<file path="src/sv/idafr_pkg.sv">
// Shared types and codes for the ID allocator with a free-range table.
// No dependencies; imported by every module of the block.
package idafr_pkg;

	localparam int ID_W = 16;

	typedef struct packed {
		logic [ID_W-1:0] lo;
		logic [ID_W-1:0] hi;
	} range_t;

	typedef enum logic [1:0] {
		MODE_RANDOM = 2'd0,
		MODE_ASC    = 2'd1,
		MODE_DESC   = 2'd2,
		MODE_UNDEF  = 2'd3
	} order_mode_t;

	typedef enum logic [1:0] {
		ST_OK      = 2'd0,
		ST_NO_ID   = 2'd1,
		ST_IGNORED = 2'd2,
		ST_FULL    = 2'd3
	} status_t;

	localparam logic OP_ALLOC = 1'b0;
	localparam logic OP_FREE  = 1'b1;

	localparam logic CFG_ORDER_MODE  = 1'b0;
	localparam logic CFG_START_VALUE = 1'b1;

endpackage

</file>
<file path="src/sv/idafr_table.sv">
// Range table storage: one write port, one read port with registered data.
// Depends on idafr_pkg for the range entry type.
module idafr_table #(
	parameter int DEPTH = 16,
	parameter int AW = 4
) (
	input  logic              clk,
	input  logic              we,
	input  logic [AW-1:0]     waddr,
	input  idafr_pkg::range_t wdata,
	input  logic [AW-1:0]     raddr,
	output idafr_pkg::range_t rdata
);
	import idafr_pkg::*;

	range_t mem_q [DEPTH];

	always_ff @(posedge clk) begin
		if (we) begin
			mem_q[waddr] <= wdata;
		end
	end

	always_ff @(posedge clk) begin
		rdata <= mem_q[raddr];
	end

endmodule

</file>
<file path="src/sv/id_allocator_free_ranges.sv">
// Allocate: the sequencer passes through ALLOC and strobes the result once back in idle;
// taking the last ID of the lowest range first moves the higher entries down one slot in
// SHDN to close the gap. Free: SCAN walks to the insertion point p; to open a slot, SHUP
// moves entries up and INS places a new range, or SHDN closes the gap after a double join
// (one table word per cycle through the write port). A new request is taken in the strobe
// cycle. Reset (async, active low) loads ascending mode, counter 0, empty table.
module id_allocator_free_ranges #(
	parameter int ID_LIMIT      = 65534,
	parameter int INVALID_VALUE = 65535,
	parameter int MAX_RANGES    = 16
) (
	input  logic                       clk,
	input  logic                       arst_n,
	// request side
	input  logic                       start,
	output logic                       busy,
	input  logic                       op,
	input  logic [idafr_pkg::ID_W-1:0] id_in,
	// result side, one word per request, strobed by done
	output logic                       done,
	output logic [idafr_pkg::ID_W-1:0] id_out,
	output logic [1:0]                 status,
	output logic                       in_fallback,
	// configuration writes
	input  logic                       cfg_we,
	input  logic                       cfg_index,
	input  logic [idafr_pkg::ID_W-1:0] cfg_wdata
);
	import idafr_pkg::*;

	// IW indexes the table, CW counts ranges up to MAX_RANGES itself
	localparam int IW = (MAX_RANGES > 1) ? $clog2(MAX_RANGES) : 1;
	localparam int CW = $clog2(MAX_RANGES + 1);
	localparam logic [ID_W-1:0] LIMIT   = ID_W'(ID_LIMIT);
	localparam logic [ID_W-1:0] INVALID = ID_W'(INVALID_VALUE);
	localparam logic [CW-1:0]   CNT_MAX = CW'(MAX_RANGES);
	localparam logic [CW-1:0]   CNT_ONE = CW'(1);

	// Sequencer states. SCAN walks the sorted table one entry per cycle; SHDN
	// and SHUP move entries down or up by one slot; INS places a new range.
	typedef enum logic [5:0] {
		S_IDLE  = 6'b000001,
		S_ALLOC = 6'b000010,
		S_SCAN  = 6'b000100,
		S_SHDN  = 6'b001000,
		S_SHUP  = 6'b010000,
		S_INS   = 6'b100000
	} state_t;

	state_t state_q, state_d;

	// configuration registers
	logic [1:0]      mode_q;
	logic [ID_W-1:0] start_q;

	// allocator state
	logic [ID_W-1:0] ctr_q, ctr_d;
	logic            fb_q, fb_d;
	logic [CW-1:0]   cnt_q, cnt_d;

	// per-request working registers
	logic [ID_W-1:0] id_q;
	logic [ID_W-1:0] res_id_q, res_id_d;
	logic [CW-1:0]   p_q, p_d;       // scan position: index of the entry now on rdata
	logic [IW-1:0]   j_q, j_d;       // shift position: index of the entry now on rdata
	range_t          prev_q, prev_d; // entry just below the scan position

	// result registers
	logic            done_q;
	logic [ID_W-1:0] id_out_q;
	logic [1:0]      status_q;

	// table port
	logic          tbl_we;
	logic [IW-1:0] tbl_waddr;
	range_t        tbl_wdata;
	logic [IW-1:0] tbl_raddr;
	range_t        tbl_rdata;

	// finish of the current request
	logic            fin;
	logic [ID_W-1:0] fin_id;
	status_t         fin_st;

	// free-path compares: the ID against its limits, the entry on rdata and the saved neighbor, plus position checks
	logic            id_bad, scan_more, has_prev, cur_ok, dup, left, right;
	logic [ID_W:0]   prev_hi_p1, id_p1;
	logic [CW-1:0]   p_m1, p_p1, cnt_m1, j_p1;

	idafr_table #(
		.DEPTH(MAX_RANGES),
		.AW   (IW)
	) u_table (
		.clk  (clk),
		.we   (tbl_we),
		.waddr(tbl_waddr),
		.wdata(tbl_wdata),
		.raddr(tbl_raddr),
		.rdata(tbl_rdata)
	);

	assign id_bad     = (id_q == INVALID) || (id_q > LIMIT);
	assign has_prev   = (p_q != '0);
	assign cur_ok     = (p_q < cnt_q);
	assign scan_more  = cur_ok && (tbl_rdata.lo <= id_q);
	assign dup        = has_prev && (id_q <= prev_q.hi);
	assign prev_hi_p1 = {1'b0, prev_q.hi} + {{ID_W{1'b0}}, 1'b1};
	assign id_p1      = {1'b0, id_q} + {{ID_W{1'b0}}, 1'b1};
	assign left       = has_prev && (prev_hi_p1 == {1'b0, id_q});
	assign right      = cur_ok && ({1'b0, tbl_rdata.lo} == id_p1);
	assign p_m1       = p_q - CNT_ONE;
	assign p_p1       = p_q + CNT_ONE;
	assign cnt_m1     = cnt_q - CNT_ONE;
	assign j_p1       = CW'(j_q) + CNT_ONE;

	always_comb begin
		state_d   = state_q;
		ctr_d     = ctr_q;
		fb_d      = fb_q;
		cnt_d     = cnt_q;
		res_id_d  = res_id_q;
		p_d       = p_q;
		j_d       = j_q;
		prev_d    = prev_q;
		tbl_we    = 1'b0;
		tbl_waddr = '0;
		tbl_wdata = tbl_rdata;
		tbl_raddr = '0;
		fin       = 1'b0;
		fin_id    = res_id_q;
		fin_st    = ST_OK;

		case (state_q)
			S_IDLE: begin
				// entry 0 is fetched here so that it sits on rdata next cycle
				if (start) begin
					res_id_d = id_in;
					p_d      = '0;
					state_d  = (op == OP_FREE) ? S_SCAN : S_ALLOC;
				end
			end

			S_ALLOC: begin : alloc_blk
				logic use_ctr;
				logic use_pool;
				logic [ID_W-1:0] ctr_nx;
				use_ctr  = 1'b0;
				use_pool = 1'b0;
				ctr_nx   = ctr_q;
				case (mode_q)
					MODE_RANDOM: begin
						if (cnt_q != '0) begin
							use_pool = 1'b1;
						end else if (ctr_q < LIMIT) begin
							use_ctr = 1'b1;
							ctr_nx  = ctr_q + 1'b1;
						end
					end
					MODE_ASC: begin
						if (!fb_q && (ctr_q < LIMIT)) begin
							use_ctr = 1'b1;
							ctr_nx  = ctr_q + 1'b1;
						end else begin
							fb_d     = 1'b1;
							use_pool = 1'b1;
						end
					end
					MODE_DESC: begin
						if (!fb_q && (ctr_q != '0) && (ctr_q <= LIMIT)) begin
							use_ctr = 1'b1;
							ctr_nx  = ctr_q - 1'b1;
						end else begin
							fb_d     = 1'b1;
							use_pool = 1'b1;
						end
					end
					default: begin
					end
				endcase

				if (use_ctr) begin
					ctr_d   = ctr_nx;
					fin     = 1'b1;
					fin_id  = ctr_q;
					state_d = S_IDLE;
				end else if (use_pool && (cnt_q != '0)) begin
					// take the low end of the lowest range
					res_id_d = tbl_rdata.lo;
					if (tbl_rdata.lo == tbl_rdata.hi) begin
						if (cnt_q > CNT_ONE) begin
							// close the gap: pull entries 1.. down one slot
							tbl_raddr = IW'(1);
							j_d       = IW'(1);
							state_d   = S_SHDN;
						end else begin
							cnt_d   = cnt_m1;
							fin     = 1'b1;
							fin_id  = tbl_rdata.lo;
							state_d = S_IDLE;
						end
					end else begin
						tbl_we       = 1'b1;
						tbl_waddr    = '0;
						tbl_wdata.lo = tbl_rdata.lo + 1'b1;
						tbl_wdata.hi = tbl_rdata.hi;
						fin          = 1'b1;
						fin_id       = tbl_rdata.lo;
						state_d      = S_IDLE;
					end
				end else begin
					fin     = 1'b1;
					fin_id  = INVALID;
					fin_st  = ST_NO_ID;
					state_d = S_IDLE;
				end
			end

			S_SCAN: begin
				if (id_bad) begin
					fin     = 1'b1;
					fin_st  = ST_IGNORED;
					state_d = S_IDLE;
				end else if (scan_more) begin
					// advance: keep this entry as the left neighbor, fetch the next
					prev_d    = tbl_rdata;
					p_d       = p_p1;
					tbl_raddr = p_p1[IW-1:0];
				end else if (dup) begin
					fin     = 1'b1;
					fin_st  = ST_IGNORED;
					state_d = S_IDLE;
				end else if (left && right) begin
					// join both neighbors into the left one, then drop the right one
					tbl_we       = 1'b1;
					tbl_waddr    = p_m1[IW-1:0];
					tbl_wdata.lo = prev_q.lo;
					tbl_wdata.hi = tbl_rdata.hi;
					if (p_p1 < cnt_q) begin
						tbl_raddr = p_p1[IW-1:0];
						j_d       = p_p1[IW-1:0];
						state_d   = S_SHDN;
					end else begin
						cnt_d   = cnt_m1;
						fin     = 1'b1;
						state_d = S_IDLE;
					end
				end else if (left) begin
					tbl_we       = 1'b1;
					tbl_waddr    = p_m1[IW-1:0];
					tbl_wdata.lo = prev_q.lo;
					tbl_wdata.hi = id_q;
					fin          = 1'b1;
					state_d      = S_IDLE;
				end else if (right) begin
					tbl_we       = 1'b1;
					tbl_waddr    = p_q[IW-1:0];
					tbl_wdata.lo = id_q;
					tbl_wdata.hi = tbl_rdata.hi;
					fin          = 1'b1;
					state_d      = S_IDLE;
				end else if (cnt_q >= CNT_MAX) begin
					fin     = 1'b1;
					fin_st  = ST_FULL;
					state_d = S_IDLE;
				end else if (cnt_q > p_q) begin
					// open a slot at p: move the top entries up, highest first
					tbl_raddr = cnt_m1[IW-1:0];
					j_d       = cnt_m1[IW-1:0];
					state_d   = S_SHUP;
				end else begin
					tbl_we       = 1'b1;
					tbl_waddr    = p_q[IW-1:0];
					tbl_wdata.lo = id_q;
					tbl_wdata.hi = id_q;
					cnt_d        = cnt_q + CNT_ONE;
					fin          = 1'b1;
					state_d      = S_IDLE;
				end
			end

			S_SHDN: begin
				tbl_we    = 1'b1;
				tbl_waddr = j_q - 1'b1;
				tbl_wdata = tbl_rdata;
				if (j_p1 == cnt_q) begin
					cnt_d   = cnt_m1;
					fin     = 1'b1;
					state_d = S_IDLE;
				end else begin
					tbl_raddr = j_p1[IW-1:0];
					j_d       = j_p1[IW-1:0];
				end
			end

			S_SHUP: begin
				tbl_we    = 1'b1;
				tbl_waddr = j_p1[IW-1:0];
				tbl_wdata = tbl_rdata;
				if (CW'(j_q) == p_q) begin
					state_d = S_INS;
				end else begin
					tbl_raddr = j_q - 1'b1;
					j_d       = j_q - 1'b1;
				end
			end

			S_INS: begin
				tbl_we       = 1'b1;
				tbl_waddr    = p_q[IW-1:0];
				tbl_wdata.lo = id_q;
				tbl_wdata.hi = id_q;
				cnt_d        = cnt_q + CNT_ONE;
				fin          = 1'b1;
				state_d      = S_IDLE;
			end

			default: begin
				state_d = S_IDLE;
			end
		endcase

		// A register write reloads the allocator as at reset; the user must write only while idle (unchecked).
		if (cfg_we) begin
			cnt_d = '0;
			if (cfg_index == CFG_ORDER_MODE) begin
				ctr_d = start_q;
				fb_d  = (cfg_wdata[1:0] == MODE_RANDOM);
			end else begin
				ctr_d = cfg_wdata;
				fb_d  = (mode_q == MODE_RANDOM);
			end
		end
	end

	always_ff @(posedge clk or negedge arst_n) begin
		if (!arst_n) begin
			state_q <= S_IDLE;
			mode_q  <= MODE_ASC;
			start_q <= '0;
			ctr_q   <= '0;
			fb_q    <= 1'b0;
			cnt_q   <= '0;
			done_q  <= 1'b0;
		end else begin
			state_q <= state_d;
			ctr_q   <= ctr_d;
			fb_q    <= fb_d;
			cnt_q   <= cnt_d;
			done_q  <= fin;
			if (cfg_we) begin
				if (cfg_index == CFG_ORDER_MODE) begin
					mode_q <= cfg_wdata[1:0];
				end else begin
					start_q <= cfg_wdata;
				end
			end
		end
	end

	// payload registers, no reset needed
	always_ff @(posedge clk) begin
		res_id_q <= res_id_d;
		p_q      <= p_d;
		j_q      <= j_d;
		prev_q   <= prev_d;
		if ((state_q == S_IDLE) && start) begin
			id_q <= id_in;
		end
		if (fin) begin
			id_out_q <= fin_id;
			status_q <= fin_st;
		end
	end

	assign busy        = (state_q != S_IDLE);
	assign done        = done_q;
	assign id_out      = id_out_q;
	assign status      = status_q;
	// outside register writes the flag only moves during an allocate, so in the strobe cycle it is the after-value
	assign in_fallback = fb_q;

endmodule

</file>
<file path="config.mk">
export PLATFORM = sky130hd
export DESIGN_NAME = id_allocator_free_ranges
export DESIGN_NICKNAME = d
export VERILOG_FILES = /design/src/sv/idafr_pkg.sv /design/src/sv/idafr_table.sv /design/src/sv/id_allocator_free_ranges.sv
export SDC_FILE = /design/constraint.sdc
export NUM_CORES = 1
export LEC_CHECK = 0
export BUFFER_PORTS_ARGS = -buffer_cell sky130_fd_sc_hd__buf_2
export CAP_MARGIN = 20
export CORE_UTILIZATION = 45
export CTS_BUF_LIST = sky130_fd_sc_hd__clkbuf_8
export CTS_CLUSTER_SIZE = 24
export DETAILED_ROUTE_END_ITERATION = 16
export PLACE_DENSITY = 0.69
export SYNTH_ARGS = -nofsm -noshare
export SYNTH_HDL_FRONTEND = slang
export SYNTH_SLANG_ARGS = --single-unit
export TNS_END_PERCENT = 30
</file>
<file path="constraint.sdc">
create_clock -name clk -period 5.7 [get_ports clk]
set_input_delay 0 -clock clk [delete_from_list [all_inputs] [get_ports clk]]
set_output_delay 0 -clock clk [all_outputs]
set_load 0.01 [all_outputs]
</file>
# Word level (Yosys, flattened, before mapping)
# Memory sizes are Yosys's and may differ from the RTL's. A register that Yosys moved wholly into a read port is not among the register bits.
# Index checks and enable logic that the tools add are counted.
# word_totals
mem_count	1
mem_bits_rw	512
ff_bits	138
inputBits	38
# memory_table
memory	depth	word_bits	rd	rd_ports_with_merged_regs	write_ports	line	rtl
u_table.mem_q	16	32	1	1	1	idafr_table.sv:16	range_t mem_q [DEPTH];
# classes
bitwise	2
reduce_logical	35
addsub	11
n_lt_le_gt_ge	10
eq_ne	53
mux	164
# ops
cell	n
two-way mux 32 bit	11
two-way mux 16 bit	16
two-way mux 4 bit	36
two-way mux 5 bit	22
case mux 32 bit (3 select lines)	1
two-way mux 6 bit	10
!= test 3 bit, second input constant	20
case mux 16 bit (3 select lines)	1
case mux 4 bit (4 select lines)	3
two-way mux 1 bit	46
adder 16 x 1 -> 17 bit, second input constant	2
adder 16 x 1 -> 16 bit, second input constant	2
less-or-equal comparator 16 bit	2
case mux 16 bit (2 select lines)	1
case mux 6 bit (5 select lines)	1
!= test 2 bit, second input constant	13
!= test 4 bit, second input constant	5
case mux 5 bit (4 select lines)	1
equality test 16 x 17 -> 1 bit	1
equality test 17 x 16 -> 1 bit	1
equality test 16 bit	1
equality test 16 bit, second input constant	1
> comparator 16 bit, second input constant	1
less-or-equal comparator 16 bit, second input constant	1
45 further kinds	76

# Longest topological paths before layout
# depth
ltp_word	12
mapped_depth	17
mapped_depth_nobuf	15

# Hierarchy
# Synthesis repeated with hierarchy kept, for this count alone.
# hier_totals
hier_cells	2191
hier_area_um2	31380.1
# by_module_without_submodules
module	seq_area_each_um2	cells_per_inst	instances	area_each_um2
idafr_table	16015.4	838	1	19854.0
id_allocator_free_ranges	3911.3	1353	1	11526.1

# Least setup slack after synthesis
# Ideal clock, no wire load.
# synth_timing
path_type	register -> register
from	register cnt_q[0]
to	register, netlist name u_table.rdata[14]
arrival_time_ns	5.973
synth_period_minus_slack_ns	6.107
path_slack_ns	-0.407
stages_incl_launch_ff	16
path_cell_list	dfrtp_1 clkbuf_1 inv_1 ha_1 and3_1 a31oi_1 o31ai_1 a211o_1 o22a_1 nor3_1 a31o_2 a221oi_1 nand3_1 clkbuf_1 o22ai_1 or4_1
# synth_between
elab_chain_cells	10
elab_cells_between_ends	33
classes_between	add/sub: 1; order compare: 5; eq/ne: 1; mux: 21; reduce/logical: 5
# synth_rtl
element	line	rtl
start: declaration	id_allocator_free_ranges.sv:59	logic [CW-1:0] cnt_q, cnt_d;
start signal: assignment	id_allocator_free_ranges.sv:348	cnt_q <= cnt_d;
subtractor 5 x 1 -> 5 bit / > comparator 5 bit (equally long branches)	id_allocator_free_ranges.sv:113, id_allocator_free_ranges.sv:265	
two-way mux 4 bit	id_allocator_free_ranges.sv:265	end else if (cnt_q > p_q) begin
two-way mux 4 bit	id_allocator_free_ranges.sv:261	end else if (cnt_q >= CNT_MAX) begin
two-way mux 4 bit	id_allocator_free_ranges.sv:254	end else if (right) begin
two-way mux 4 bit	id_allocator_free_ranges.sv:247	end else if (left) begin
two-way mux 4 bit	id_allocator_free_ranges.sv:232	end else if (left && right) begin
two-way mux 4 bit	id_allocator_free_ranges.sv:228	end else if (dup) begin
two-way mux 4 bit	id_allocator_free_ranges.sv:223	end else if (scan_more) begin
two-way mux 4 bit	id_allocator_free_ranges.sv:219	if (id_bad) begin
case mux 4 bit (4 select lines) (*)	id_allocator_free_ranges.sv:133	case (state_q)
# Mark *: on every way between the ends. The rest lies on a longest branch, timed or not. The select of a mux whose other input is x is not followed.
# A chain may end at the register's enable or synchronous reset.

# Worst setup path after layout
# layout_timing
from	register id_q[0]
to	memory u_table.mem_q[8][11] in the netlist's numbering (enable)
# layout_between
elab_chain_cells	12
elab_cells_between_ends	29
classes_between	add/sub: 1; order compare: 3; eq/ne: 3; mux: 16; reduce/logical: 6
# layout_rtl
element	line	rtl
start: declaration	id_allocator_free_ranges.sv:62	logic [ID_W-1:0] id_q;
start signal: assignment	id_allocator_free_ranges.sv:367	id_q <= id_in;
adder 16 x 1 -> 17 bit	id_allocator_free_ranges.sv:108	assign id_p1 = {1'b0, id_q} + {{ID_W{1'b0}}, 1'b1};
equality test 16 x 17 -> 1 bit	id_allocator_free_ranges.sv:110	assign right = cur_ok && ({1'b0, tbl_rdata.lo} == id_p1);
logical AND 1 bit	id_allocator_free_ranges.sv:110	
two-way mux 1 bit	id_allocator_free_ranges.sv:254	
two-way mux 1 bit	id_allocator_free_ranges.sv:247	
two-way mux 1 bit	id_allocator_free_ranges.sv:232	
two-way mux 1 bit	id_allocator_free_ranges.sv:228	
two-way mux 1 bit	id_allocator_free_ranges.sv:223	
two-way mux 1 bit	id_allocator_free_ranges.sv:219	
case mux 1 bit (3 select lines)	id_allocator_free_ranges.sv:133	
two-way mux 1 bit	idafr_table.sv:19	if (we) begin
two-way mux 1 bit (not written as such)	idafr_table.sv:20	mem_q[waddr] <= wdata;
end: declaration	idafr_table.sv:16	
# Parallel ways exist; a longest one is shown, timed or not.

==> impl_summary.log <==
[metrics] run status: finished, final reports clean
[metrics] vias post-DR: 21200
[metrics] TritonCTS buffer count: 106
[metrics] kind of start point of the critical path: register
[metrics] fraction of layout cells with a size suffix above 1: 16.1%
[metrics] DRC violation count after routing: 0
[metrics] fraction of synthesis flops using an asynchronous set or reset pin: 6.89%
[metrics] leakage power figure: 14.6 nW
[metrics] Core Box Area: 68700 µm²
[metrics] headroom to the max-slew limit: 25.9%
[metrics] GRT Overall Usage: 25.0%
[metrics] violation count after the first detailed-routing iteration: 2500
[metrics] master cell of the clock root buffer: clkbuf_8
[metrics] cell family contributing the most delay on the critical path: simple AND/OR/NAND/NOR gates
[metrics] chain of cells forming the critical path: inv_1 > ha_1 > nor4_1 > and4_1 > and4_1 > nand2_1 > a31oi_4 > nand2_1 > a221oi_1 > nand2b_1 > nor2_4 > buf_4
[metrics] top layer in use: met4
[metrics] Final Net Count: 2632
[metrics] filler cell count: 5702
[metrics] number of global-route vias before repair: 21200
[metrics] first-pass iteration count of the detailed router: 6
[metrics] CTS HTree Levels: 3
[metrics] growth of design area from synthesis to finish: 16.1%
[metrics] Max clock buf depth: 3
[metrics] count of input and output buffers: 58
[metrics] category of the critical setup timing path: reg -> reg
[metrics] Vias/cell: 5.99
[metrics] depth of the worst hold-timing path: 2
[metrics] combinational power share: 21.3%
[metrics] flip-flop and latch count after synthesis: 682
[metrics] Max FO, Critical Path: 21
[metrics] max-cap violation count: 0
[metrics] # resized after CTS: 0
[metrics] part of the total power dissipated in the clock network: 31.2%
[metrics] worst-case clock skew: 41.1 ps
[metrics] number of synthesized flops with an enable pin: 603
[metrics] weighted congestion reported at the end of routability-driven placement: 0.970
[metrics] metal2 WL: 42100 µm
[metrics] critical path required time: 6060 ps
[metrics] Synth Warn #: 0
[metrics] peak per-stage delay on the critical path: 660 ps
[metrics] Critical Path Stages: 12
[metrics] Die X: 266 µm
[metrics] R2R depth: 12
[metrics] Sink Count: 682
[metrics] Syn Area/Cell: 13.5 µm²
[metrics] count of unique library cells instantiated by Yosys: 91
[metrics] switching share of total power: 31.0%
[metrics] part of the power in registers: 47.5%
[metrics] worst hold path class: in -> reg
[metrics] worst hold slack after final layout: 42.2 ps
[metrics] initial antenna violation count: 1
[metrics] Internal Power: 9.42 mW
[metrics] average detailed-routed wire length per instance: 25.1 µm
[metrics] Fin. Hold Viols: 0
[metrics] Post-DRT Antenna Nets: 0
[metrics] sequential element share of the synthesized area: 63.6%
[metrics] Max stage delay cell, worst path: edfxtp_1
[metrics] period utilization: 96.6%
[metrics] Die Y-Extent: 266 µm
[metrics] pin count of the biggest net entering global routing: 68
[metrics] insertion delay to the later sink of the worst-skew pair: 730 ps
[metrics] Ports: 59
[metrics] combined area of all synthesized cells: 31300 µm²
[metrics] maximum vdd ir drop: 0.000248 V
[metrics] type of element capturing the critical path: register
[metrics] TritonCTS clock tree: yes
[metrics] setup repair after global routing missed its margin: no
[metrics] total routed wire length on the met1 layer: 36900 µm
[metrics] final setup violation count: 0
[metrics] clock period minus final worst setup slack: 5510 ps
[metrics] number of instances in the synthesized netlist: 2315
[metrics] Worst EP arrival: 5870 ps
[metrics] synthesized netlist net count: 2426
[metrics] Power per Cell Area: 375 nW/µm²
[metrics] Detail Route met3 WL: 7130 µm
[metrics] standard-cell rows: 96
[metrics] Bufs and invs on worst path: 2
[metrics] Detailed Route WL: 88900 µm
[metrics] clock edge transition at the registers on the reported setup and hold paths: 70 ps
[metrics] grt total ovfl: 0
[metrics] top flip-flop cell by instance count after synthesis: edfxtp_1
[metrics] Die Area: 70700 µm²
[metrics] Max Clock Freq: 0.182 GHz
[metrics] pin slew with the least headroom to its limit: 1110 ps
[metrics] final setup TNS: 0 ps
[metrics] switching power total: 4.23 mW
[metrics] first-pass GRT wire length: 132000 µm
[metrics] Starting Density: 45.6%
[metrics] half-perimeter wire length of the detailed placement result: 56400 µm
[metrics] Final Max Tran Viols: 0
## layout make-up
class	count	area [µm²]	share of cell area, %
Antenna cell	1	2.50	0.00688
Sequential cell	682	19900	54.8
Tap cell	931	1160	3.20
Timing Repair Buffer	234	2060	5.66
Inverter	77	289	0.794
Clock inverter	67	439	1.21
Multi-Input combinational cell	1420	10700	29.4
Clock buffer	132	1820	4.99
## flip-flops by register name (all words and copies together) (netlist names), 2 cells and up
register,count
state_q,6
status,2
start_q,16
ctr_q,16
p_q,5
j_q,4
mode_q,2
prev_q,32
u_table.mem_q,512
id_q,16
u_table.rdata,32
id_out,16
res_id_q,16
cnt_q,5
## final timing paths
kind	end	slack, ps	start
worst max register to register	u_table.mem_q[8][11]$_DFFE_PP_	190	id_q[0]$_DFFE_PP_
worst max-delay path	u_table.mem_q[8][11]$_DFFE_PP_	190	id_q[0]$_DFFE_PP_
max in group asynchronous	state_q[0]$_DFFE_PN1P_	4820	arst_n
worst min register to register	start_q[2]$_DFFE_PN0P_	500	start_q[2]$_DFFE_PN0P_
min in group asynchronous	start_q[11]$_DFFE_PN0P_	300	arst_n
worst min-delay path	id_q[3]$_DFFE_PP_	40	id_in[3]
## layer usage
| metal | vias up | track usage, % |
|---|---|---|
| met1 | 10700 | 33.5 |
| met5 | - | 0 |
| li1 | 9388 | - |
| met4 | 0 | 8.64 |
| met3 | 179 | 4.41 |
| met2 | 997 | 40.8 |
## Yosys cell counts (all sizes together) (7+ instances only)
cell type    n  area (µm²)
nand2      121         454
mux2        35         394
nand2b      16         100
a21oi       87         435
o21a         9        67.6
mux2i      275        2750
nor3        33         176
nand4       29         181
nor4b        7        61.3
dfrtp       45        1130
buf         59         302
edfxtp     603       18100
nand3       36         210
a211oi      18         140
a221oi      15         138
ha          72         901
and4         8        72.6
clkbuf      77         298
o21ai       67         339
nor2b       17         106
dfxtp       32         641
and2         8        50.1
and3        16         105
nand3b       9        67.6
o22ai      161        1010
nor4        19         140
xor2        28         245
or4         37         282
nor3b        8        60.1
inv         76         285
nor2       105         394
o221ai      10        87.6
xnor2       67         587
a31oi        7        58.8
## metrics by stage
step | power, mW | instance area (µm²) | worst slack, ps | instances | utilization, %
after floorplan | 8.19 | 31300 | 216 | 2315 | -
after global placement | 9.30 | 33600 | 372 | 3289 | 48.9
after detailed placement | 9.37 | 33600 | 362 | 3289 | 48.9
after CTS | 13.6 | 36400 | 305 | 3541 | 52.9
after global routing | 14.1 | 36400 | 111 | 3543 | 53.0
final | 13.7 | 36400 | 191 | 3544 | 53.0
## power groups by stage
stage / Combinational (mW) / Clock (mW) / Sequential [mW]
finish: 2.91 / 4.26 / 6.49
global route: 3.13 / 4.51 / 6.49
CTS: 2.85 / 4.32 / 6.47
detailed placement: 2.80 / 0 / 6.57
global placement: 2.74 / 0 / 6.56
floorplan: 1.86 / 0 / 6.33
## logic make-up after synthesis
| family | count (synthesis) | share of synthesized area (%) |
|---|---|---|
| compound gates | 456 | 9.61 |
| xor+xnor | 97 | 2.80 |
| fa+ha+maj | 73 | 2.94 |
| buf+inv | 213 | 2.83 |
| flops | 682 | 63.6 |
| mux | 310 | 10.0 |
| simple gates | 484 | 8.20 |
## placed cells by master, fill, tap and decap left out, drive strengths merged, types with 10 or more instances in the layout
cell         netlist  layout
dfxtp             32      32
a221oi            15      15
nand4             29      29
and3              16      16
ha                72      72
a21oi             87      87
dlygate4sd3        0      54
dfrtp             45      45
a211oi            18      18
mux2i            275     275
o221ai            10      10
clkinv             1      19
nor4              19      19
or4               37      37
o22ai            161     161
buf               59     180
xnor2             67      67
inv               76     118
edfxtp           603     603
nor2             105     105
mux2              35      35
nand3             36      36
xor2              28      28
nand2b            16      16
nor3              33      33
o21ai             67      67
nor2b             17      17
clkbuf            77     132
nand2            121     121
## what timing repair did
| action | 4_1_cts | 5_1_grt |
|---|---|---|
| hold endpoints to repair | 138 | 18 |
| buffers inserted | 0 | 0 |
| hold buffers | 53 | 1 |
## worst register-to-register path, cell delays in order, from the launching register on
cell and delay [ps]:
edfxtp_1 660, inv_1 260, ha_1 390, nor4_1 440
and4_1 320, and4_1 490, nand2_1 530, a31oi_4 330
nand2_1 200, a221oi_1 560, nand2b_1 400, nor2_4 190
buf_4 360
No activity file was read; power rests on OpenSTA's default activity.
